$ cat config.mk
export PLATFORM = sky130hd
export DESIGN_NAME = load_cell_average_tare_scale_top
export DESIGN_NICKNAME = d
export VERILOG_FILES = /design/src/hw/rtl/lcats_pkg.sv /design/src/hw/rtl/load_cell_average_tare_scale_top.sv /design/src/hw/rtl/lcats_div.sv
export SDC_FILE = /design/constraint.sdc
export NUM_CORES = 1
export LEC_CHECK = 0
export BUFFER_PORTS_ARGS = -buffer_cell sky130_fd_sc_hd__buf_2
export CAP_MARGIN = 40
export CELL_PAD_IN_SITES_DETAIL_PLACEMENT = 1
export CELL_PAD_IN_SITES_GLOBAL_PLACEMENT = 1
export CORE_UTILIZATION = 30
export CTS_CLUSTER_DIAMETER = 50
export DETAILED_ROUTE_END_ITERATION = 12
export PLACE_DENSITY = 0.51
export SLEW_MARGIN = 20
export SYNTH_ARGS = -nofsm -noshare
export SYNTH_HDL_FRONTEND = slang
export SYNTH_SLANG_ARGS = --single-unit
$ cat constraint.sdc
create_clock -name i_clk -period 6.3 [get_ports i_clk]
set_input_delay 0.315 -clock i_clk [delete_from_list [all_inputs] [get_ports i_clk]]
set_output_delay 0.315 -clock i_clk [all_outputs]
set_load 0.01 [all_outputs]
$ cat src/hw/rtl/lcats_pkg.sv
// lcats_pkg: shared widths, codes and types for the load-cell average/tare/scale block.
// No dependencies; imported by every module of the block.

package lcats_pkg;

    localparam int SAMPLE_W = 32;
    localparam int SUM_W    = 40;
    localparam int CNT_W    = 8;
    localparam int SCALE_W  = 32;
    localparam int UNITS_W  = 48;
    localparam int DIFF_W   = SAMPLE_W + 1;

    // shared divider: 65-bit dividend, 32-bit divisor, one quotient bit per cycle
    localparam int DIVD_W = DIFF_W + 32;
    localparam int DIVS_W = SCALE_W;
    localparam int STEP_W = 7;

    localparam logic [STEP_W-1:0] AVG_STEPS  = STEP_W'(SUM_W);
    localparam logic [STEP_W-1:0] UNITS_STEPS = STEP_W'(DIVD_W);

    localparam logic [1:0] KIND_WEIGH  = 2'd0;
    localparam logic [1:0] KIND_TARE   = 2'd1;
    localparam logic [1:0] KIND_OFFSET = 2'd2;
    localparam logic [1:0] KIND_NONE   = 2'd3;

    localparam logic CFG_SAMPLE_COUNT = 1'b0;
    localparam logic CFG_SCALE        = 1'b1;

    localparam logic [CNT_W-1:0]   SAMPLE_COUNT_RST = 8'd1;
    localparam logic [SCALE_W-1:0] SCALE_RST        = 32'h0001_0000;

    typedef enum logic [1:0] {
        ST_WEIGHED    = 2'd0,
        ST_TARE       = 2'd1,
        ST_OFFSET     = 2'd2,
        ST_SCALE_ZERO = 2'd3
    } t_status;

    typedef struct packed {
        logic              start;
        logic [STEP_W-1:0] steps;
    } t_div_ctrl;

endpackage

$ cat src/hw/rtl/load_cell_average_tare_scale_top.sv
// load_cell_average_tare_scale_top: batch averaging, tare and Q16.16 scaling of load-cell data.
// Depends on lcats_pkg and lcats_div (shared iterative divider).
//
// Usage:
//   Input stream (s_axis): tdata = raw signed sample (or new offset), tuser = kind.
//     kind 0 weighing sample, 1 tare sample, 2 load offset, 3 ignored.
//   Output stream (m_axis): tdata = {average, units_q16}, tuser = status.
//   Config channel (i_cfg_*): index 0 sample_count, index 1 scale_q16; write only when idle.
// Samples of kind 0/1 accumulate in a 40-bit sum; the one that completes the batch decides
// whether it weighs or tares. Path of each input transfer:
//   sample that does not end a batch: accumulated, ready again at once
//   offset load: new offset stored, result goes out through S_DONE
//   tare batch or zero scale: 40-step average divide (S_LOAD_AVG, S_AVG), then S_DONE
//   weighing batch: 40-step average divide plus 65-step units divide, then S_DONE
// The single shared divider does both divides; S_DONE waits while the output register is full.
// s_axis_tready stays low meanwhile and rises in the same cycle as m_axis_tvalid.
// A finished result sits in the output register; if the receiver stalls, the block still
// takes samples that do not end a batch and waits only when a new result has nowhere to go.
// Synchronous active-low reset clears the batch, offset, config (count 1, scale 1.0) and
// the output valid.

module load_cell_average_tare_scale_top import lcats_pkg::*; (
    input  logic                  i_clk,
    input  logic                  i_rst_n,
    input  logic                  s_axis_tvalid,
    output logic                  s_axis_tready,
    input  logic [SAMPLE_W-1:0]   s_axis_tdata,  // [31:0] sample
    input  logic [1:0]            s_axis_tuser,  // [1:0] kind
    output logic                  m_axis_tvalid,
    input  logic                  m_axis_tready,
    output logic [79:0]           m_axis_tdata,  // [47:0] units_q16, [79:48] average
    output logic [1:0]            m_axis_tuser,  // [1:0] status
    input  logic                  i_cfg_valid,
    output logic                  o_cfg_ready,
    input  logic [0:0]            i_cfg_index,
    input  logic [SCALE_W-1:0]    i_cfg_data
);

    typedef enum logic [6:0] {
        S_IDLE       = 7'b0000001,
        S_LOAD_AVG   = 7'b0000010,
        S_AVG        = 7'b0000100,
        S_DIFF       = 7'b0001000,
        S_LOAD_UNITS = 7'b0010000,
        S_UNITS      = 7'b0100000,
        S_DONE       = 7'b1000000
    } t_state;

    t_state r_state, n_state;

    // control state
    logic [SUM_W-1:0]    r_sum;
    logic [CNT_W-1:0]    r_cnt;
    logic [SAMPLE_W-1:0] r_offset;
    logic [CNT_W-1:0]    r_sample_count;
    logic [SCALE_W-1:0]  r_scale;
    logic                r_m_tvalid;

    // datapath holding registers
    logic                r_tare;
    logic                r_avg_neg;
    logic                r_units_neg;
    logic [SAMPLE_W-1:0] r_avg;
    logic [DIFF_W-1:0]   r_diff;
    logic [UNITS_W-1:0]  r_res_units;
    logic [SAMPLE_W-1:0] r_res_avg;
    t_status             r_res_status;
    logic [UNITS_W-1:0]  r_m_units;
    logic [SAMPLE_W-1:0] r_m_avg;
    t_status             r_m_status;

    logic                w_in_xfer;
    logic                w_out_free;
    logic [SUM_W-1:0]    w_sum_next;
    logic [CNT_W-1:0]    w_cnt_next;
    logic [CNT_W-1:0]    w_need;
    logic                w_batch_end;
    logic [SUM_W-1:0]    w_sum_abs;
    logic [DIFF_W-1:0]   w_diff_abs;
    logic [SCALE_W-1:0]  w_scale_abs;
    logic [SAMPLE_W-1:0] w_avg;
    logic                w_q_big;
    logic [UNITS_W-1:0]  w_mag;
    logic [UNITS_W-1:0]  w_units;

    t_div_ctrl           w_div_ctrl;
    logic [DIVD_W-1:0]   w_div_dividend;
    logic [DIVS_W-1:0]   w_div_divisor;
    logic                w_div_done;
    logic [DIVD_W-1:0]   w_div_quot;

    assign s_axis_tready = (r_state == S_IDLE);
    assign o_cfg_ready   = 1'b1;
    assign w_in_xfer     = s_axis_tvalid & s_axis_tready;
    assign w_out_free    = ~r_m_tvalid | m_axis_tready;

    always_comb begin
        w_sum_next  = r_sum + {{(SUM_W-SAMPLE_W){s_axis_tdata[SAMPLE_W-1]}}, s_axis_tdata};
        w_cnt_next  = r_cnt + 1'b1;
        w_need      = (r_sample_count == '0) ? CNT_W'(1) : r_sample_count;
        w_batch_end = (w_cnt_next >= w_need);
        w_sum_abs   = r_sum[SUM_W-1] ? (~r_sum + 1'b1) : r_sum;
        w_diff_abs  = r_diff[DIFF_W-1] ? (~r_diff + 1'b1) : r_diff;
        w_scale_abs = r_scale[SCALE_W-1] ? (~r_scale + 1'b1) : r_scale;
        // average magnitude is at most 2^31, so 32 bits hold it
        w_avg = r_avg_neg ? (~w_div_quot[SAMPLE_W-1:0] + 1'b1) : w_div_quot[SAMPLE_W-1:0];
        // saturate the quotient magnitude: 2^47-1 when positive, 2^47 when negative
        w_q_big = |w_div_quot[DIVD_W-1:UNITS_W];
        if (r_units_neg) begin
            w_mag = (w_q_big | (w_div_quot[UNITS_W-1] & (|w_div_quot[UNITS_W-2:0])))
                  ? {1'b1, {(UNITS_W-1){1'b0}}} : w_div_quot[UNITS_W-1:0];
            w_units = ~w_mag + 1'b1;
        end else begin
            w_mag = (w_q_big | w_div_quot[UNITS_W-1])
                  ? {1'b0, {(UNITS_W-1){1'b1}}} : w_div_quot[UNITS_W-1:0];
            w_units = w_mag;
        end
    end

    // divider request
    always_comb begin
        w_div_ctrl.start = 1'b0;
        w_div_ctrl.steps = AVG_STEPS;
        w_div_dividend   = {w_sum_abs, {(DIVD_W-SUM_W){1'b0}}};
        w_div_divisor    = {{(DIVS_W-CNT_W){1'b0}}, r_cnt};
        case (r_state)
            S_LOAD_AVG: begin
                w_div_ctrl.start = 1'b1;
            end
            S_LOAD_UNITS: begin
                w_div_ctrl.start = 1'b1;
                w_div_ctrl.steps = UNITS_STEPS;
                w_div_dividend   = {w_diff_abs, {(DIVD_W-DIFF_W){1'b0}}};
                w_div_divisor    = w_scale_abs;
            end
            default: begin
            end
        endcase
    end

    always_comb begin
        n_state = r_state;
        case (r_state)
            S_IDLE: begin
                if (w_in_xfer) begin
                    if (s_axis_tuser == KIND_OFFSET) begin
                        n_state = S_DONE;
                    end else if (s_axis_tuser != KIND_NONE && w_batch_end) begin
                        n_state = S_LOAD_AVG;
                    end
                end
            end
            S_LOAD_AVG: n_state = S_AVG;
            S_AVG: begin
                if (w_div_done) begin
                    if (r_tare || r_scale == '0) begin
                        n_state = S_DONE;
                    end else begin
                        n_state = S_DIFF;
                    end
                end
            end
            S_DIFF:       n_state = S_LOAD_UNITS;
            S_LOAD_UNITS: n_state = S_UNITS;
            S_UNITS: begin
                if (w_div_done) begin
                    n_state = S_DONE;
                end
            end
            S_DONE: begin
                if (w_out_free) begin
                    n_state = S_IDLE;
                end
            end
            default: n_state = S_IDLE;
        endcase
    end

    // control registers
    always_ff @(posedge i_clk) begin
        if (!i_rst_n) begin
            r_state        <= S_IDLE;
            r_sum          <= '0;
            r_cnt          <= '0;
            r_offset       <= '0;
            r_sample_count <= SAMPLE_COUNT_RST;
            r_scale        <= SCALE_RST;
            r_m_tvalid     <= 1'b0;
        end else begin
            r_state <= n_state;
            if (i_cfg_valid) begin
                if (i_cfg_index == CFG_SAMPLE_COUNT) begin
                    r_sample_count <= i_cfg_data[CNT_W-1:0];
                end else begin
                    r_scale <= i_cfg_data;
                end
            end
            if (w_in_xfer) begin
                if (s_axis_tuser == KIND_OFFSET) begin
                    r_offset <= s_axis_tdata;
                end else if (s_axis_tuser != KIND_NONE) begin
                    r_sum <= w_sum_next;
                    r_cnt <= w_cnt_next;
                end
            end
            if (r_state == S_LOAD_AVG) begin
                r_sum <= '0;
                r_cnt <= '0;
            end
            if (r_state == S_AVG && w_div_done && r_tare) begin
                r_offset <= w_avg;
            end
            if (r_state == S_DONE && w_out_free) begin
                r_m_tvalid <= 1'b1;
            end else if (m_axis_tvalid && m_axis_tready) begin
                r_m_tvalid <= 1'b0;
            end
        end
    end

    // datapath registers
    always_ff @(posedge i_clk) begin
        if (w_in_xfer) begin
            r_tare       <= (s_axis_tuser == KIND_TARE);
            r_res_units  <= '0;
            r_res_avg    <= '0;
            r_res_status <= ST_OFFSET;
        end
        if (r_state == S_LOAD_AVG) begin
            r_avg_neg <= r_sum[SUM_W-1];
        end
        if (r_state == S_AVG && w_div_done) begin
            r_avg       <= w_avg;
            r_res_avg   <= w_avg;
            r_res_units <= '0;
            if (r_tare) begin
                r_res_status <= ST_TARE;
            end else begin
                r_res_status <= ST_SCALE_ZERO;
            end
        end
        if (r_state == S_DIFF) begin
            r_diff <= {r_avg[SAMPLE_W-1], r_avg} - {r_offset[SAMPLE_W-1], r_offset};
        end
        if (r_state == S_LOAD_UNITS) begin
            r_units_neg <= r_diff[DIFF_W-1] ^ r_scale[SCALE_W-1];
        end
        if (r_state == S_UNITS && w_div_done) begin
            r_res_units  <= w_units;
            r_res_status <= ST_WEIGHED;
        end
        if (r_state == S_DONE && w_out_free) begin
            r_m_units  <= r_res_units;
            r_m_avg    <= r_res_avg;
            r_m_status <= r_res_status;
        end
    end

    lcats_div u_div (
        .i_clk      (i_clk),
        .i_rst_n    (i_rst_n),
        .i_ctrl     (w_div_ctrl),
        .i_dividend (w_div_dividend),
        .i_divisor  (w_div_divisor),
        .o_done     (w_div_done),
        .o_quot     (w_div_quot)
    );

    assign m_axis_tvalid = r_m_tvalid;
    assign m_axis_tdata  = {r_m_avg, r_m_units};
    assign m_axis_tuser  = r_m_status;

endmodule

$ cat src/hw/rtl/lcats_div.sv
// lcats_div: shared restoring divider, one quotient bit per cycle.
// Depends on lcats_pkg. Dividend must be left-aligned so that 'steps' bits cover it.

module lcats_div import lcats_pkg::*; (
    input  logic              i_clk,
    input  logic              i_rst_n,
    input  t_div_ctrl         i_ctrl,
    input  logic [DIVD_W-1:0] i_dividend,
    input  logic [DIVS_W-1:0] i_divisor,
    output logic              o_done,
    output logic [DIVD_W-1:0] o_quot
);

    logic [STEP_W-1:0] r_steps;
    logic              r_done;
    logic [DIVS_W:0]   r_rem;
    logic [DIVD_W-1:0] r_quot;
    logic [DIVS_W-1:0] r_div;

    logic [DIVS_W:0]   w_trial;
    logic [DIVS_W+1:0] w_sub;
    logic              w_ge;
    logic [DIVS_W:0]   n_rem;
    logic [DIVD_W-1:0] n_quot;

    always_comb begin
        w_trial = {r_rem[DIVS_W-1:0], r_quot[DIVD_W-1]};
        w_sub   = {1'b0, w_trial} - {2'b00, r_div};
        w_ge    = ~w_sub[DIVS_W+1];
        n_rem   = w_ge ? w_sub[DIVS_W:0] : w_trial;
        n_quot  = {r_quot[DIVD_W-2:0], w_ge};
    end

    always_ff @(posedge i_clk) begin
        if (!i_rst_n) begin
            r_steps <= '0;
            r_done  <= 1'b0;
        end else begin
            // done pulses the cycle after the last step
            r_done <= ~i_ctrl.start & (r_steps == STEP_W'(1));
            if (i_ctrl.start) begin
                r_steps <= i_ctrl.steps;
            end else if (r_steps != '0) begin
                r_steps <= r_steps - 1'b1;
            end
        end
    end

    always_ff @(posedge i_clk) begin
        if (i_ctrl.start) begin
            r_rem  <= '0;
            r_quot <= i_dividend;
            r_div  <= i_divisor;
        end else if (r_steps != '0) begin
            r_rem  <= n_rem;
            r_quot <= n_quot;
        end
    end

    assign o_done = r_done;
    assign o_quot = r_quot;

endmodule

# Yosys cells after proc, flatten, opt, wreduce, memory -nomap -nowiden
# Index checks and enable logic that the tools add are counted.
dict set report totals {
  regBits 497
  input_bits 72
  out_inout_bits 85
  elab_cells 134
}
dict set report op_classes {
  n_lt_le_gt_ge 1
  eq_ne 16
  mux 38
  reduce_logical 26
  bitwise 18
  add_sub_neg 10
}
# operator count
set ops {}
lappend ops {{$mux 48} 6}
lappend ops {{$mux 32} 7}
lappend ops {{$mux 65} 3}
lappend ops {{$mux 7} 10}
lappend ops {{$add 32x1->32 const B} 2}
lappend ops {{$not 32->32} 2}
lappend ops {{$pmux 7 s7} 1}
lappend ops {{$add 48x1->48 const B} 1}
lappend ops {{$not 48->48} 1}
lappend ops {{$reduce_or 47->1} 1}
lappend ops {{$add 40x1->40 const B} 1}
lappend ops {{$add 40x40->40} 1}
lappend ops {{$mux 40} 1}
lappend ops {{$not 40->40} 1}
lappend ops {{$sub 33x32->34} 1}
lappend ops {{$add 33x1->33 const B} 1}
lappend ops {{$mux 33} 1}
lappend ops {{$not 33->33} 1}
lappend ops {{$sub 32x32->33} 1}
lappend ops {{$logic_not 32->1} 1}
lappend ops {{$mux 31} 1}
lappend ops {{$reduce_or 17->1} 1}
lappend ops {{$mux 8} 2}
lappend ops {{$eq 7x1->1 const B} 2}
lappend ops {{30 further kinds} 59}

# Depth between registers and ports, before layout
dict set report depth {
  depth_word 8
  ltp_mapped 18
  mapped_depth_nobuf 14
}

# Cells and area by module
# From an unflattened synthesis, not the netlist that was laid out.
dict set report unflattened {
  cells_unflattened 3040
  area_unflattened_um2 28670.0
}
# module instances cells_each area_per_inst_um2 seq_area_each_um2
set by_module_without_submodules {}
lappend by_module_without_submodules {load_cell_average_tare_scale_top 1 2363 21353.0 9509.1}
lappend by_module_without_submodules {lcats_div 1 677 7317.0 3713.6}

# Worst setup path before layout
# No wires, ideal clock.
dict set report synth_timing {
  kind {register -> register}
  startpoint {register r_state[2]}
  endpoint {register r_m_status[0], in the netlist m_axis_tuser[0], enable pin}
  required_time_ps 5767
  t_arrival_ps 4582
  path_stages_with_launch 5
  synth_period_minus_slack_ps 5114
  path_buffers 0
  setup_time_ps 533
  setup_slack_ps 1186
  path_cell_list {dfxtp_1 > nor3_1 > nor3b_1 > nand3b_1 > nor2b_1}
}
dict set report synth_between {
  elab_chain_cells 2
}
# item line
set synth_rtl {}
lappend synth_rtl {{start, declared} load_cell_average_tare_scale_top.sv:49} ;# t_state r_state, n_state;
lappend synth_rtl {{start signal, assigned} load_cell_average_tare_scale_top.sv:190} ;# r_state <= n_state;
lappend synth_rtl {{$eq 7x7->1} load_cell_average_tare_scale_top.sv:252} ;# if (r_state == S_DONE && w_out_free) begin
lappend synth_rtl {{$logic_and 1x1->1} load_cell_average_tare_scale_top.sv:252}
lappend synth_rtl {{end signal, assigned} load_cell_average_tare_scale_top.sv:255} ;# r_m_status <= r_res_status;
lappend synth_rtl {{end, declared} load_cell_average_tare_scale_top.sv:70} ;# t_status r_m_status;
# Every way passes these cells.
# A chain may end at the register's enable or synchronous reset.

# Worst setup path after layout
dict set report layout_timing {
  startpoint {register u_div.r_quot[18], in the netlist u_div.o_quot[18]}
  endpoint {register r_res_units[26] (data pin)}
}
dict set report layout_between {
  elab_chain_cells 8
}
# item line
set layout_rtl {}
lappend layout_rtl {{start, declared} lcats_div.sv:17} ;# logic [DIVD_W-1:0] r_quot;
lappend layout_rtl {{start signal, assigned} lcats_div.sv:52} ;# r_quot <= i_dividend;
lappend layout_rtl {{start signal, assigned} lcats_div.sv:56} ;# r_quot <= n_quot;
lappend layout_rtl {{$reduce_or 47->1} load_cell_average_tare_scale_top.sv:110} ;# w_mag = (w_q_big | (w_div_quot[UNITS_W-1] & (|w_div_quot[UNITS_W-2:0])))
lappend layout_rtl {{$and 1x1->1} load_cell_average_tare_scale_top.sv:110}
lappend layout_rtl {{$or 1x1->1} load_cell_average_tare_scale_top.sv:110}
lappend layout_rtl {{$mux 48 *} load_cell_average_tare_scale_top.sv:111} ;# ? {1'b1, {(UNITS_W-1){1'b0}}} : w_div_quot[UNITS_W-1:0];
lappend layout_rtl {{$not 48->48 *} load_cell_average_tare_scale_top.sv:112} ;# w_units = ~w_mag + 1'b1;
lappend layout_rtl {{$add 48x1->48 *} load_cell_average_tare_scale_top.sv:112}
lappend layout_rtl {{$mux 48 *} load_cell_average_tare_scale_top.sv:109} ;# if (r_units_neg) begin
lappend layout_rtl {{$mux 48 *} load_cell_average_tare_scale_top.sv:248} ;# if (r_state == S_UNITS && w_div_done) begin
lappend layout_rtl {{end signal, assigned} load_cell_average_tare_scale_top.sv:249} ;# r_res_units <= w_units;
lappend layout_rtl {{end, declared} load_cell_average_tare_scale_top.sv:65} ;# logic [UNITS_W-1:0] r_res_units;
# Every way passes the cells marked *; elsewhere a longest branch is shown, timed or not.

==> results.cfg <==
[outcome]
status = completed

[synth]
seq_area_frac_synth_pct = 46.8
synthesis.nets = 3214
synth_cell_types = 86
synthTopCellsByCount = 355 x nand2_1, 327 x edfxtp_1, 245 x o21ai_0
synth_ff_type = edfxtp_1
synth_edf_count = 327
synth_area_leaders = edfxtp_1 35%, dfxtp_1 12%, ha_1 5.3%
syn_area_per_cell_um2 = 9.35
ys_warn_count = 0
yosys.area.top_type = edfxtp_1
synth.most_common_cell = nand2_1
synth_cells = 3020
async_reset_ff_share_pct = 0
mappedNetlistArea_um2 = 28200
ys_seq_elements = 497
synth_top_cell_area_share_pct = 34.8

[worst_setup_path]
reg2reg_to = r_res_units[26]
crit_slowest_cell = or4_4
r2r_slack_ns = 1.82
max_stage_delay_ns = 0.65
cp.arrival_ns = 4.85
start_kind = flop
cp_max_fo = 28
worstReg2RegStart = u_div.o_quot[18]
end_kind = flop
worstPathRequired_ns = 6.67
crit_chain = or4_4 -> nor3_1 -> nand3_1 -> o31ai_1 -> and2_1 -> buf_4 -> nand2_1 -> ha_1 -> buf_4 -> nand3b_1 -> nor3_1 -> o21ai_0 -> nand3_1 -> o21ai_0 -> a21oi_1
critPathKind = flop to flop
r2r_cells = 15

[timing]
finalSetupTns_ns = 0
slew_headroom_pct = 42.6
worst_slew_pin_slew_ns = 0.858
final.setup.worst_slack_ns = 1.82
drv_slew = 0
skew_ns = 0.0353
finalHoldViolCount = 0
post-route-min-period_ns = 4.48
max_freq_mhz = 223
report.final.setup_viol = 0
period_share_pct = 71.1
grt_setup_unrepaired = no

[grt]
grt_pass1_vias = 24400
grt_usage_pct = 20.3
grt_pass1_wl_mm = 149
grt_max_degree = 65
overflow = 0
antenna_found_initial = 7

[placed_design]
dpl-instance-area_um2 = 30400
pre_cts_ws_ns = 1.72
hpwlAfterDp_mm = 72.2
io_buffer_count = 155
numPlacedInstances = 4315
gp_congestion = 0.892

[floorplanning]
die_height_um = 309
io_pins = 157
dieArea_um2 = 95400
fp-row-count = 112
start_util_pct = 30.3
die-width_um = 309
coreArea_um2 = 93300

[clock_network]
cts.sinks = 497
worstSkewPairLatency_ns = 0.66
clk_pin_slew_ns = 0.05
cts_root_buf = clkbuf_16
cts_buffer_depth = 3
h-tree-depth = 3
cts_made_buffers = 88
cts_tree = done
post_cts_buffers = 0

[layout]
drive_above_1_share_pct = 12.6
stdcell_area_um2 = 34000
fin_cells = 4523
area_delta_synth_final_pct = 20.3
postLayoutCoreUtil_pct = 36.4
nets = 3386

[route]
drc = 0
vias_per_cell = 5.23
routed_wl_mm = 98.1
drt_iter0_markers = 1280
wire_per_inst_um = 21.7
route.vias.total = 23600
firstDrtPassIters = 5
drtAntennaViolNets = 0

[pwr]
worst_ir_drop_vdd_mv = 0.221
p_sw_w = 0.00452
seqPwrFrac_pct = 36.7
intPower_w = 0.00853
pwr-share-comb_pct = 24.5
clock_power_share_pct = 38.8
power.density_nw_per_um2 = 384
p_leak_nw = 13.1
swShare_pct = 34.6

[worst_hold_path]
hp-class = input pin to flop
holdPathStages = 3
min_to = r_offset[2]
hp-start = s_axis_tdata[2]

[flow_run]
maxCapViolCount = 0
critical path, delay by kind of cell, from the launching register on:
kind            cells  cell delay [ns]
compound gates      4             0.73
fa+ha+maj           1             0.33
buf+inv             2             0.55
flops               1             0.55
simple gates        8             2.03
power by group through the flow:
stage | logic, W | registers (W) | clock network (W)
2_1_floorplan | 0.00220 | 0.00453 | 0
3_3_place_gp | 0.00304 | 0.00482 | 0
3_5_place_dp | 0.00317 | 0.00484 | 0
4_1_cts | 0.00321 | 0.00478 | 0.00520
5_1_grt | 0.00354 | 0.00485 | 0.00533
6_report | 0.00320 | 0.00479 | 0.00507
flip-flops by register name (all words and copies together) (netlist names), 32 cells and up:
signal and cells:
r_diff 33, u_div.r_div 32, r_scale 32, r_avg 32
r_res_units 48, r_m_avg 32, u_div.r_rem 32, u_div.o_quot 65
r_offset 32, r_m_units 48, r_sum 40, r_res_avg 32
cell type report:
cell class	count	area, um^2
diodes	3	7.51
clock buffers	104	2310
clock inverters	60	815
fillers	10700	59400
inverters	150	563
multi-input cells	2207	13800
flip-flops and latches	497	13200
well taps	1254	1570
repair buffers	248	1710
per-layer routing:
metal  track usage [%]  routed length, um  vias up
li1                  -                  -    11300
met1              27.6              46000    11700
met2              33.5              45800      444
met3              2.96               4250      129
met4              5.80               2010        2
met5                 0                 12        -
cells in the final DEF, fill, tap and decap left out, drive strengths merged, types with 30 or more instances in the layout:
cell	count
clkbuf	105
nand2	355
o31ai	38
nand3	83
and3	43
nor2	229
a21oi	210
dfxtp	170
or4	38
inv	169
a21o	48
nor2b	36
nor3	56
ha	119
o21ai	247
dlygate4sd3	39
xnor2	91
buf	208
edfxtp	327
a31oi	30
and2	32
or3	38
xor2	125
a21boi	51
repair_timing:
item	CTS	global route
resized for setup	0	0
endpoints found under the hold margin	47	0
endpoints found under the setup margin	0	0
hold buffers	39	0
through the flow:
| stage | power [W] | hold WS (ns) |
|---|---|---|
| floorplan | 0.00674 | 0.400 |
| global placement | 0.00786 | 0.404 |
| detailed placement | 0.00801 | 0.405 |
| CTS | 0.0132 | 0.00158 |
| global route | 0.0137 | 0.0293 |
| finish | 0.0131 | 0.0271 |
worst max-delay path by stage:
stage                                start               to  slack [ns]
final                     u_div.o_quot[18]  r_res_units[26]        1.82
after detailed placement  u_div.o_quot[18]  r_res_units[46]        1.72
after global routing      u_div.o_quot[18]  r_res_units[26]        1.42
after global placement    u_div.o_quot[18]  r_res_units[46]        1.88
after CTS                 u_div.o_quot[18]  r_res_units[46]        1.69
after floorplan                 r_state[2]  m_axis_tuser[0]        1.19
logic make-up after synthesis:
logic type / synth area share, %
adder cells (fa/ha/maj): 5.49
AO/OA/AOI/OAI: 18.2
buffers and inverters: 4.58
other: 0.0133
flip-flops: 46.8
multiplexers: 0.359
XOR/XNOR: 6.70
AND/OR/NAND/NOR: 17.8
(Power assumes the default switching activity.)
